File: config.mk
export PLATFORM = sky130hd
export DESIGN_NAME = sliding_window_median_flat
export DESIGN_NICKNAME = d
export VERILOG_FILES = /design/src/rtl/swm_pkg.sv /design/src/rtl/swm_in_if.sv /design/src/rtl/swm_out_if.sv /design/src/rtl/swm_cell.sv /design/src/rtl/swm_chain.sv /design/src/rtl/sliding_window_median.sv /design/src/flat_wrapper.sv
export SDC_FILE = /design/constraint.sdc
export NUM_CORES = 2
export LEC_CHECK = 0
export BUFFER_PORTS_ARGS = -buffer_cell sky130_fd_sc_hd__buf_2
export CAP_MARGIN = 20
export CORE_MARGIN = 3
export CORE_UTILIZATION = 35
export DETAILED_ROUTE_END_ITERATION = 10
export PLACE_DENSITY_LB_ADDON = 0.25
export SLEW_MARGIN = 20
export SYNTH_ARGS = -nofsm -noshare
export SYNTH_HDL_FRONTEND = slang
export SYNTH_SLANG_ARGS = --single-unit
export TNS_END_PERCENT = 100
File: constraint.sdc
create_clock -name clk -period 36.2 [get_ports clk]
set_input_delay 7.24 -clock clk [delete_from_list [all_inputs] [get_ports clk]]
set_output_delay 7.24 -clock clk [all_outputs]
set_load 0.1 [all_outputs]
File: src/rtl/swm_pkg.sv
// ----------------------------------------------------------------------------
// swm_pkg
// Shared constants and types of the sliding window median block.
// ----------------------------------------------------------------------------
`default_nettype none

package swm_pkg;

    // Default window capacity
    localparam int WINDOW_MAX_DEF = 16;

    // Field widths
    localparam int SAMPLE_W = 32;
    localparam int MEDIAN_W = 33;
    localparam int WSIZE_W  = 5;

    // Broadcast control for the sorted cell chain
    typedef struct packed {
        logic clear;   // drop the whole window before this insert
        logic evict;   // remove the oldest sample
        logic insert;  // insert new_val in sorted position
    } swm_ctrl_t;

endpackage

`default_nettype wire

File: src/rtl/swm_in_if.sv
// ----------------------------------------------------------------------------
// swm_in_if
// Sample request channel: valid/ready with sample and restart flag.
// ----------------------------------------------------------------------------
`default_nettype none

interface swm_in_if;
    import swm_pkg::*;

    logic                       valid;
    logic                       ready;
    logic signed [SAMPLE_W-1:0] sample;
    logic                       new_sequence;

    modport source (output valid, output sample, output new_sequence, input ready);
    modport sink   (input valid, input sample, input new_sequence, output ready);
endinterface

`default_nettype wire

File: src/rtl/swm_out_if.sv
// ----------------------------------------------------------------------------
// swm_out_if
// Result request channel: valid/ready with twice-median and its valid flag.
// ----------------------------------------------------------------------------
`default_nettype none

interface swm_out_if;
    import swm_pkg::*;

    logic                       valid;
    logic                       ready;
    logic signed [MEDIAN_W-1:0] median_twice;
    logic                       median_valid;

    modport source (output valid, output median_twice, output median_valid, input ready);
    modport sink   (input valid, input median_twice, input median_valid, output ready);
endinterface

`default_nettype wire

File: src/rtl/swm_cell.sv
// ----------------------------------------------------------------------------
// swm_cell
// One slot of the sorted window: value, age tag and valid bit. Removes the
// oldest entry by pulling from the right neighbor, then inserts by pushing
// toward the right, all in the same cycle.
// ----------------------------------------------------------------------------
`default_nettype none

module swm_cell #(
    parameter int AGE_W = 4
) (
    input  logic                               clk,
    input  logic                               rst_n,
    input  swm_pkg::swm_ctrl_t                 ctrl,
    input  logic signed [swm_pkg::SAMPLE_W-1:0] new_val,
    input  logic [AGE_W-1:0]                   last_age,
    // from left neighbor (after removal)
    input  logic                               rm_in,
    input  logic                               take_in,
    input  logic                               left_vld,
    input  logic signed [swm_pkg::SAMPLE_W-1:0] left_val,
    input  logic [AGE_W-1:0]                   left_age,
    // from right neighbor (current contents)
    input  logic                               right_vld,
    input  logic signed [swm_pkg::SAMPLE_W-1:0] right_val,
    input  logic [AGE_W-1:0]                   right_age,
    // to right neighbor
    output logic                               rm_out,
    output logic                               take_out,
    output logic                               post_vld,
    output logic signed [swm_pkg::SAMPLE_W-1:0] post_val,
    output logic [AGE_W-1:0]                   post_age,
    // to left neighbor and median taps
    output logic                               cur_vld,
    output logic signed [swm_pkg::SAMPLE_W-1:0] cur_val,
    output logic [AGE_W-1:0]                   cur_age
);
    import swm_pkg::*;

    logic                       vld_reg;
    logic                       vld_next;
    logic signed [SAMPLE_W-1:0] val_reg;
    logic signed [SAMPLE_W-1:0] val_next;
    logic [AGE_W-1:0]           age_reg;
    logic [AGE_W-1:0]           age_next;
    logic                       oldest;
    logic                       rm_here;
    logic                       take;

    // Contents as seen this cycle (restart empties the window)
    assign cur_vld = vld_reg & ~ctrl.clear;
    assign cur_val = val_reg;
    assign cur_age = age_reg;

    // Removal: this slot or one to its left leaves, so pull from the right
    assign oldest  = ctrl.evict & cur_vld & (age_reg == last_age);
    assign rm_here = rm_in | oldest;
    assign rm_out  = rm_here;

    assign post_vld = rm_here ? right_vld : cur_vld;
    assign post_val = rm_here ? right_val : val_reg;
    assign post_age = rm_here ? right_age : age_reg;

    // New sample belongs at or left of this slot
    assign take     = ~post_vld | (post_val > new_val);
    assign take_out = take;

    // Next slot contents
    always_comb
    begin
        vld_next = vld_reg;
        val_next = val_reg;
        age_next = age_reg;
        if (ctrl.insert)
        begin
            if (take_in)
            begin
                vld_next = left_vld;
                val_next = left_val;
                age_next = left_age + AGE_W'(1);
            end
            else if (take)
            begin
                vld_next = 1'b1;
                val_next = new_val;
                age_next = '0;
            end
            else
            begin
                vld_next = post_vld;
                val_next = post_val;
                age_next = post_age + AGE_W'(1);
            end
        end
        else if (ctrl.evict)
        begin
            vld_next = post_vld;
            val_next = post_val;
            age_next = post_age;
        end
    end

    always_ff @(posedge clk or negedge rst_n)
    begin
        if (!rst_n)
        begin
            vld_reg <= 1'b0;
        end
        else
        begin
            vld_reg <= vld_next;
        end
    end

    always_ff @(posedge clk)
    begin
        val_reg <= val_next;
        age_reg <= age_next;
    end

endmodule

`default_nettype wire

File: src/rtl/swm_chain.sv
// ----------------------------------------------------------------------------
// swm_chain
// Row of sorted window cells, lowest value at slot 0. Exposes every held
// value as a tap for the median select.
// ----------------------------------------------------------------------------
`default_nettype none

module swm_chain #(
    parameter int WINDOW_MAX = swm_pkg::WINDOW_MAX_DEF,
    parameter int AGE_W      = 4
) (
    input  logic                               clk,
    input  logic                               rst_n,
    input  swm_pkg::swm_ctrl_t                 ctrl,
    input  logic signed [swm_pkg::SAMPLE_W-1:0] new_val,
    input  logic [AGE_W-1:0]                   last_age,
    output logic signed [swm_pkg::SAMPLE_W-1:0] tap_val [WINDOW_MAX]
);
    import swm_pkg::*;

    logic                       rm_o     [WINDOW_MAX];
    logic                       take_o   [WINDOW_MAX];
    logic                       post_vld [WINDOW_MAX];
    logic signed [SAMPLE_W-1:0] post_val [WINDOW_MAX];
    logic [AGE_W-1:0]           post_age [WINDOW_MAX];
    logic                       cur_vld  [WINDOW_MAX];
    logic signed [SAMPLE_W-1:0] cur_val  [WINDOW_MAX];
    logic [AGE_W-1:0]           cur_age  [WINDOW_MAX];

    for (genvar i = 0; i < WINDOW_MAX; i++)
    begin : g_cell
        logic                       rm_l;
        logic                       take_l;
        logic                       vld_l;
        logic signed [SAMPLE_W-1:0] val_l;
        logic [AGE_W-1:0]           age_l;
        logic                       vld_r;
        logic signed [SAMPLE_W-1:0] val_r;
        logic [AGE_W-1:0]           age_r;

        // Left end of the row
        if (i == 0)
        begin : g_head
            assign rm_l   = 1'b0;
            assign take_l = 1'b0;
            assign vld_l  = 1'b0;
            assign val_l  = '0;
            assign age_l  = '0;
        end
        else
        begin : g_left
            assign rm_l   = rm_o[i-1];
            assign take_l = take_o[i-1];
            assign vld_l  = post_vld[i-1];
            assign val_l  = post_val[i-1];
            assign age_l  = post_age[i-1];
        end

        // Right end of the row
        if (i == WINDOW_MAX - 1)
        begin : g_tail
            assign vld_r = 1'b0;
            assign val_r = '0;
            assign age_r = '0;
        end
        else
        begin : g_right
            assign vld_r = cur_vld[i+1];
            assign val_r = cur_val[i+1];
            assign age_r = cur_age[i+1];
        end

        swm_cell #(
            .AGE_W (AGE_W)
        ) u_cell (
            .clk       (clk),
            .rst_n     (rst_n),
            .ctrl      (ctrl),
            .new_val   (new_val),
            .last_age  (last_age),
            .rm_in     (rm_l),
            .take_in   (take_l),
            .left_vld  (vld_l),
            .left_val  (val_l),
            .left_age  (age_l),
            .right_vld (vld_r),
            .right_val (val_r),
            .right_age (age_r),
            .rm_out    (rm_o[i]),
            .take_out  (take_o[i]),
            .post_vld  (post_vld[i]),
            .post_val  (post_val[i]),
            .post_age  (post_age[i]),
            .cur_vld   (cur_vld[i]),
            .cur_val   (cur_val[i]),
            .cur_age   (cur_age[i])
        );

        assign tap_val[i] = cur_val[i];
    end

endmodule

`default_nettype wire

File: src/rtl/sliding_window_median.sv
// ----------------------------------------------------------------------------
// sliding_window_median
// Running median over the last window_size samples of a signed stream.
// ----------------------------------------------------------------------------
// Usage:
//   sample_ch carries one sample per request, with new_sequence set on the
//   first sample of a sequence (the window is emptied before it enters).
//   median_ch returns one result per sample: median_twice is the sum of the
//   two middle values of the sorted window (twice the median), and
//   median_valid is set once the window holds window_size samples; before
//   that median_twice is zero.
//   cfg_wr_en/cfg_wr_data write window_size (0 acts as 1, values above
//   WINDOW_MAX act as WINDOW_MAX); write it only while the block is idle.
// Timing:
//   One sample per cycle in steady state; a result passes through the pending
//   flag, then the output register. The sorted cell chain drops one sample
//   per cycle while a sample waits, so after window_size is lowered the next
//   non-restart sample waits (sample_ch.ready low) until the excess is gone.
// Reset and stall:
//   Reset empties the window and sets window_size to 1. A stalled median_ch
//   holds its result; one more result waits inside, then sample_ch.ready
//   drops until median_ch drains.
// ----------------------------------------------------------------------------
`default_nettype none

module sliding_window_median #(
    parameter int WINDOW_MAX = swm_pkg::WINDOW_MAX_DEF
) (
    input  logic                             clk,
    input  logic                             rst_n,
    input  logic                             cfg_wr_en,
    input  logic [swm_pkg::WSIZE_W-1:0]      cfg_wr_data,
    swm_in_if.sink                           sample_ch,
    swm_out_if.source                        median_ch
);
    import swm_pkg::*;

    localparam int FILL_W = $clog2(WINDOW_MAX + 1);
    localparam int AGE_W  = (WINDOW_MAX > 1) ? $clog2(WINDOW_MAX) : 1;
    localparam int CMP_W  = (FILL_W > WSIZE_W) ? FILL_W : WSIZE_W;

    logic [WSIZE_W-1:0]         window_size_reg;
    logic [WSIZE_W-1:0]         window_size_next;
    logic [FILL_W-1:0]          fill_reg;
    logic [FILL_W-1:0]          fill_next;
    logic                       pend_reg;
    logic                       pend_next;
    logic                       pend_mv_reg;
    logic                       pend_mv_next;
    logic                       out_valid_reg;
    logic                       out_valid_next;
    logic signed [MEDIAN_W-1:0] out_twice_reg;
    logic signed [MEDIAN_W-1:0] out_twice_next;
    logic                       out_mv_reg;
    logic                       out_mv_next;

    logic [CMP_W-1:0]           ws_ext;
    logic [FILL_W-1:0]          k_eff;
    logic [FILL_W-1:0]          fill_m1;
    logic [FILL_W-1:0]          fill_ins;
    logic [FILL_W-1:0]          lo_idx;
    logic [FILL_W-1:0]          hi_idx;
    logic                       full;
    logic                       over;
    logic                       hold_off;
    logic                       advance;
    logic                       accept;
    logic                       evict_only;
    logic                       out_load;
    swm_ctrl_t                  ctrl;
    logic [AGE_W-1:0]           last_age;
    logic signed [SAMPLE_W-1:0] tap_val [WINDOW_MAX];
    logic signed [SAMPLE_W-1:0] lo_val;
    logic signed [SAMPLE_W-1:0] hi_val;

    // Config register
    assign window_size_next = cfg_wr_en ? cfg_wr_data : window_size_reg;

    // Effective window length, clamped to 1..WINDOW_MAX
    assign ws_ext = CMP_W'(window_size_reg);
    always_comb
    begin
        if (ws_ext == '0)
        begin
            k_eff = FILL_W'(1);
        end
        else if (ws_ext > CMP_W'(WINDOW_MAX))
        begin
            k_eff = FILL_W'(WINDOW_MAX);
        end
        else
        begin
            k_eff = ws_ext[FILL_W-1:0];
        end
    end

    assign full     = (fill_reg >= k_eff);
    assign over     = (fill_reg > k_eff);
    assign fill_m1  = fill_reg - FILL_W'(1);
    assign last_age = fill_m1[AGE_W-1:0];

    // Handshake: chain may change only if the pending result can move on
    assign out_load   = pend_reg & (~out_valid_reg | median_ch.ready);
    assign advance    = ~pend_reg | out_load;
    assign hold_off   = over & ~sample_ch.new_sequence;
    assign sample_ch.ready = advance & ~hold_off;
    assign accept     = sample_ch.valid & sample_ch.ready;
    assign evict_only = sample_ch.valid & advance & hold_off;

    // Chain control
    assign ctrl.clear  = accept & sample_ch.new_sequence;
    assign ctrl.insert = accept;
    assign ctrl.evict  = (accept & ~sample_ch.new_sequence & full) | evict_only;

    // Fill count after this request
    always_comb
    begin
        if (sample_ch.new_sequence)
        begin
            fill_ins = FILL_W'(1);
        end
        else if (full)
        begin
            fill_ins = fill_reg;
        end
        else
        begin
            fill_ins = fill_reg + FILL_W'(1);
        end
    end

    always_comb
    begin
        if (accept)
        begin
            fill_next = fill_ins;
        end
        else if (evict_only)
        begin
            fill_next = fill_m1;
        end
        else
        begin
            fill_next = fill_reg;
        end
    end

    // Pending result flag
    assign pend_next    = accept | (pend_reg & ~out_load);
    assign pend_mv_next = accept ? (fill_ins == k_eff) : pend_mv_reg;

    swm_chain #(
        .WINDOW_MAX (WINDOW_MAX),
        .AGE_W      (AGE_W)
    ) u_chain (
        .clk      (clk),
        .rst_n    (rst_n),
        .ctrl     (ctrl),
        .new_val  (sample_ch.sample),
        .last_age (last_age),
        .tap_val  (tap_val)
    );

    // Middle-order taps: (k-1)/2 and k/2, from 0
    assign lo_idx = (k_eff - FILL_W'(1)) >> 1;
    assign hi_idx = k_eff >> 1;

    always_comb
    begin
        lo_val = '0;
        hi_val = '0;
        for (int i = 0; i < WINDOW_MAX; i++)
        begin
            if (FILL_W'(i) == lo_idx)
            begin
                lo_val = tap_val[i];
            end
            if (FILL_W'(i) == hi_idx)
            begin
                hi_val = tap_val[i];
            end
        end
    end

    // Output register
    always_comb
    begin
        out_twice_next = out_twice_reg;
        out_mv_next    = out_mv_reg;
        if (out_load)
        begin
            out_mv_next    = pend_mv_reg;
            out_twice_next = pend_mv_reg ? (MEDIAN_W'(lo_val) + MEDIAN_W'(hi_val)) : '0;
        end
    end

    assign out_valid_next = out_load | (out_valid_reg & ~median_ch.ready);

    assign median_ch.valid        = out_valid_reg;
    assign median_ch.median_twice = out_twice_reg;
    assign median_ch.median_valid = out_mv_reg;

    // Control state
    always_ff @(posedge clk or negedge rst_n)
    begin
        if (!rst_n)
        begin
            window_size_reg <= WSIZE_W'(1);
            fill_reg        <= '0;
            pend_reg        <= 1'b0;
            out_valid_reg   <= 1'b0;
        end
        else
        begin
            window_size_reg <= window_size_next;
            fill_reg        <= fill_next;
            pend_reg        <= pend_next;
            out_valid_reg   <= out_valid_next;
        end
    end

    // Payload
    always_ff @(posedge clk)
    begin
        pend_mv_reg   <= pend_mv_next;
        out_twice_reg <= out_twice_next;
        out_mv_reg    <= out_mv_next;
    end

endmodule

`default_nettype wire

File: src/flat_wrapper.sv
// flat-port wrapper written by rule: the top's interface ports become plain ports
module sliding_window_median_flat import swm_pkg::*;
#(
    parameter int WINDOW_MAX = swm_pkg::WINDOW_MAX_DEF
)
  (clk, rst_n, cfg_wr_en, cfg_wr_data, sample_ch_valid, sample_ch_sample, sample_ch_new_sequence, sample_ch_ready, median_ch_valid, median_ch_median_twice, median_ch_median_valid, median_ch_ready);
  swm_in_if sample_ch_i ();
  swm_out_if median_ch_i ();
  input  logic clk;
  input  logic rst_n;
  input  logic cfg_wr_en;
  input  logic [swm_pkg::WSIZE_W-1:0] cfg_wr_data;
  input wire logic [$bits(sample_ch_i.valid)-1:0] sample_ch_valid;
  input wire logic [$bits(sample_ch_i.sample)-1:0] sample_ch_sample;
  input wire logic [$bits(sample_ch_i.new_sequence)-1:0] sample_ch_new_sequence;
  output wire logic [$bits(sample_ch_i.ready)-1:0] sample_ch_ready;
  output wire logic [$bits(median_ch_i.valid)-1:0] median_ch_valid;
  output wire logic [$bits(median_ch_i.median_twice)-1:0] median_ch_median_twice;
  output wire logic [$bits(median_ch_i.median_valid)-1:0] median_ch_median_valid;
  input wire logic [$bits(median_ch_i.ready)-1:0] median_ch_ready;
  assign sample_ch_i.valid = sample_ch_valid;
  assign sample_ch_i.sample = sample_ch_sample;
  assign sample_ch_i.new_sequence = sample_ch_new_sequence;
  assign sample_ch_ready = sample_ch_i.ready;
  assign median_ch_valid = median_ch_i.valid;
  assign median_ch_median_twice = median_ch_i.median_twice;
  assign median_ch_median_valid = median_ch_i.median_valid;
  assign median_ch_i.ready = median_ch_ready;
  sliding_window_median #(.WINDOW_MAX(WINDOW_MAX)) u_core (.clk(clk), .rst_n(rst_n), .cfg_wr_en(cfg_wr_en), .cfg_wr_data(cfg_wr_data), .sample_ch(sample_ch_i), .median_ch(median_ch_i));
endmodule
==> impl_metrics.json <==
{
  "status": "complete, no violations",
  "overflow": 0,
  "worst_setup_path_start_kind": "primary input",
  "regToRegSetupSlack_ps": 26260,
  "synth_top_family_by_area": "compound AO/OA/AOI/OAI gates",
  "avgSynthCellArea_sq_um": 9.604,
  "tightest_slew_ps": 1210,
  "clkLatencyLatePin_ps": 710,
  "place_congestion": 0.9848,
  "antenna_found_initial": 7,
  "wl_per_cell_um": 30.74,
  "fin_crit_sh_pct": 43.73,
  "drtIter0Drc": 7298,
  "grt_setup_unrepaired": "no",
  "worst_slack_ps": 20370,
  "clock_sinks": 639,
  "period_needed_ps": 15830,
  "area_growth_pct": 9.661,
  "grt_max_degree": 159,
  "ff2ff_path_depth": 20,
  "hold_path.class": "register to register",
  "synthTopCellsByCount": "611 x edfxtp_1, 568 x ha_1, 386 x mux2_2",
  "synth_edf_count": 611,
  "path_class": "primary input to output port",
  "num_rows": 148,
  "yosysWarnings": 0,
  "dp_hpwl_um": 180500,
  "synthMuxAreaShare_pct": 12.09,
  "syn_inst": 6036,
  "synth_cell_type_count": 97,
  "synth_area_sq_mm": 0.05797,
  "remaining_drc_errors": 0,
  "drv_cap": 0,
  "yosysMostFrequentCell": "edfxtp_1",
  "critPathMaxStageDelay_ps": 620,
  "hold_depth": 1,
  "p_total_mw": 5.730,
  "synthAdderAreaFrac_pct": 12.29,
  "nNetsFinal": 6535,
  "crit_fanout": 19,
  "seq_area_frac_synth_pct": 32.86,
  "crit_path_end_kind": "output port",
  "die_w_um": 413.0,
  "synth_largest_area_cell": "edfxtp_1",
  "power.share.combinational_pct": 58.7,
  "finalMaxSlewViolations": 0,
  "start_util_pct": 35.41,
  "synthArstFlopShare_pct": 4.382,
  "synth_nets": 6648,
  "dr.pass1.iters": 9,
  "cp.required_ps": 28960,
  "crit_buf_inv": 2,
  "peakVddDrop_mv": 0.07212,
  "drive_gt1_share_pct": 14.42,
  "max_freq_mhz": 63.17,
  "cp_top_family": "simple AND/OR/NAND/NOR gates",
  "ant_nets": 0,
  "path_depth": 5,
  "grt_pass1_wl_um": 360600,
  "grt_pass1_vias": 51452,
  "ys_ff_latch": 639,
  "setup_viol": 0,
  "vias": 54057,
  "clock_path_buffers": 3,
  "cts_setup_buffers": 0,
  "synth_top_cell_area_share_pct": 31.65,
  "largest_reg_flops": 512,
  "core_region_area_sq_mm": 0.1637,
  "place_ws_ps": 20390,
  "synthSimpleGateAreaFrac_pct": 11.20,
  "p_switching_mw": 2.785,
  "pin_count": 79,
  "dieArea_sq_mm": 0.1705,
  "root_buffer": "clkbuf_16",
  "cts_max_level": 3,
  "die_h_um": 413.0,
  "crit_arrival_ps": 8590,
  "hold_buffers": 0,
  "routed_wl_um": 251100,
  "relSlewSlack_pct": 19.06,
  "cts_buffers": 83,
  "powerDensity_mw_per_mm2": 90.13,
  "io_buffers": 78,
  "finClkSkew_ps": 26.02,
  "clockPowerShare_pct": 14.3,
  "cp_cell_sequence": "buf_2 > nor2_1 > and2_1 > nor2_1 > buf_2",
  "sw_frac_of_total_pct": 48.61,
  "grtUsageTotal_pct": 28.42,
  "pwr-share-seq_pct": 27.0,
  "p_leak_nw": 24.89,
  "cpMaxStageDelayCell": "and2_1",
  "synth_xor_area_share_pct": 2.538,
  "vias_per_cell": 6.618,
  "fin_setup_tns_ps": 0,
  "clk_pin_slew_worst_paths_ps": 60,
  "dp.cells": 8012,
  "synth_flop_cell": "edfxtp_1",
  "p_int_mw": 2.944,
  "tritoncts": "done",
  "hold_viol": 0,
  "synth_compound_area_share_pct": 23.39,
  "final_cell_count_no_fill": 8168,
  "post_cts_resized": 0,
  "synth_area_leaders": "edfxtp_1 32%, ha_1 12%, mux2_2 7.5%"
}
-- routing by layer --
metal | vias up | part of all wire (%) | GRT usage (%)
li1 | 23561 | - | -
met1 | 26723 | 41 | 37.83
met2 | 3081 | 43 | 42.56
met3 | 690 | 9.2 | 5.714
met4 | 2 | 7.1 | 16.63
met5 | - | 0.0068 | 0
-- power groups by stage --
| stage | registers [mW] | logic, mW | clock network (mW) |
|---|---|---|---|
| final | 1.55 | 3.37 | 0.818 |
| after global routing | 1.57 | 3.63 | 0.852 |
| after CTS | 1.53 | 3.28 | 0.829 |
| after detailed placement | 1.55 | 3.27 | 0 |
| after global placement | 1.54 | 3.21 | 0 |
| after floorplan | 1.61 | 2.22 | 0 |
-- path summary, 6_finish.rpt --
| path | endpoint | startpoint |
|---|---|---|
| max | sample_ch_ready | sample_ch_new_sequence |
| min | u_core.median_ch.valid$_DFF_PN0_ | u_core.pend_reg$_DFF_PN0_ |
| max reg2reg | u_core.u_chain.g_cell[9].u_cell.cur_val[25]$_DFFE_PP_ | u_core.window_size_reg[4]$_DFFE_PN0P_ |
| min reg2reg | u_core.median_ch.valid$_DFF_PN0_ | u_core.pend_reg$_DFF_PN0_ |
| max in group asynchronous | u_core.window_size_reg[4]$_DFFE_PN0P_ | rst_n |
| min in group asynchronous | u_core.u_chain.g_cell[15].u_cell.vld_reg$_DFFE_PN0P_ | rst_n |
-- metrics by stage --
step	instance area [sq um]	util (%)	hold slack (ps)
after floorplan	57970	-	424.4
after global placement	61030	37.29	499.1
after detailed placement	61040	37.29	500.3
after CTS	63540	38.82	514.1
after global routing	63550	38.82	566.8
final	63570	38.83	509.4
-- cells in the final DEF, fill, tap and decap left out, types with 65 or more instances in the layout --
cell type  Yosys  layout
a21oi_1      383     376
o22ai_1      239     239
a22oi_1      198     198
a221oi_1     129     129
o221ai_1     146     146
ha_1         568     567
buf_2         79      79
inv_1        385     383
edfxtp_1     611     611
o31ai_1       74      73
clkbuf_16      0      85
nand4_1      104     104
mux2i_1      196     196
a21o_1       122     121
nand3_1      224     221
a2bb2oi_1    100     100
mux2_2       386     386
xor2_1        65      65
nor3_1       116     111
o21ai_0      192     192
nor2b_1       70      70
nor2_1       230     219
nand2_1      350     348
buf_4          5     169
-- final cells by class --
type                    count  area (sq um)
inverters                 388          1471
diodes                      8         20.02
clock buffers             108          2243
flip-flops and latches    639         19050
repair buffers            251          1724
clock inverters            39         257.7
fillers                 16472        100100
well taps                2175          2721
multi-input cells        4560         36080
-- cell families (layout without fill, tap and decap cells) --
logic type,Yosys count,in the layout
AO/OA/AOI/OAI,1934,1934
XOR/XNOR,131,131
adder cells (fa/ha/maj),569,569
buffers and inverters,837,786
flip-flops,639,639
multiplexers,613,613
other,0,8
AND/OR/NAND/NOR,1313,1313
Power figures use the tool's default switching activity.
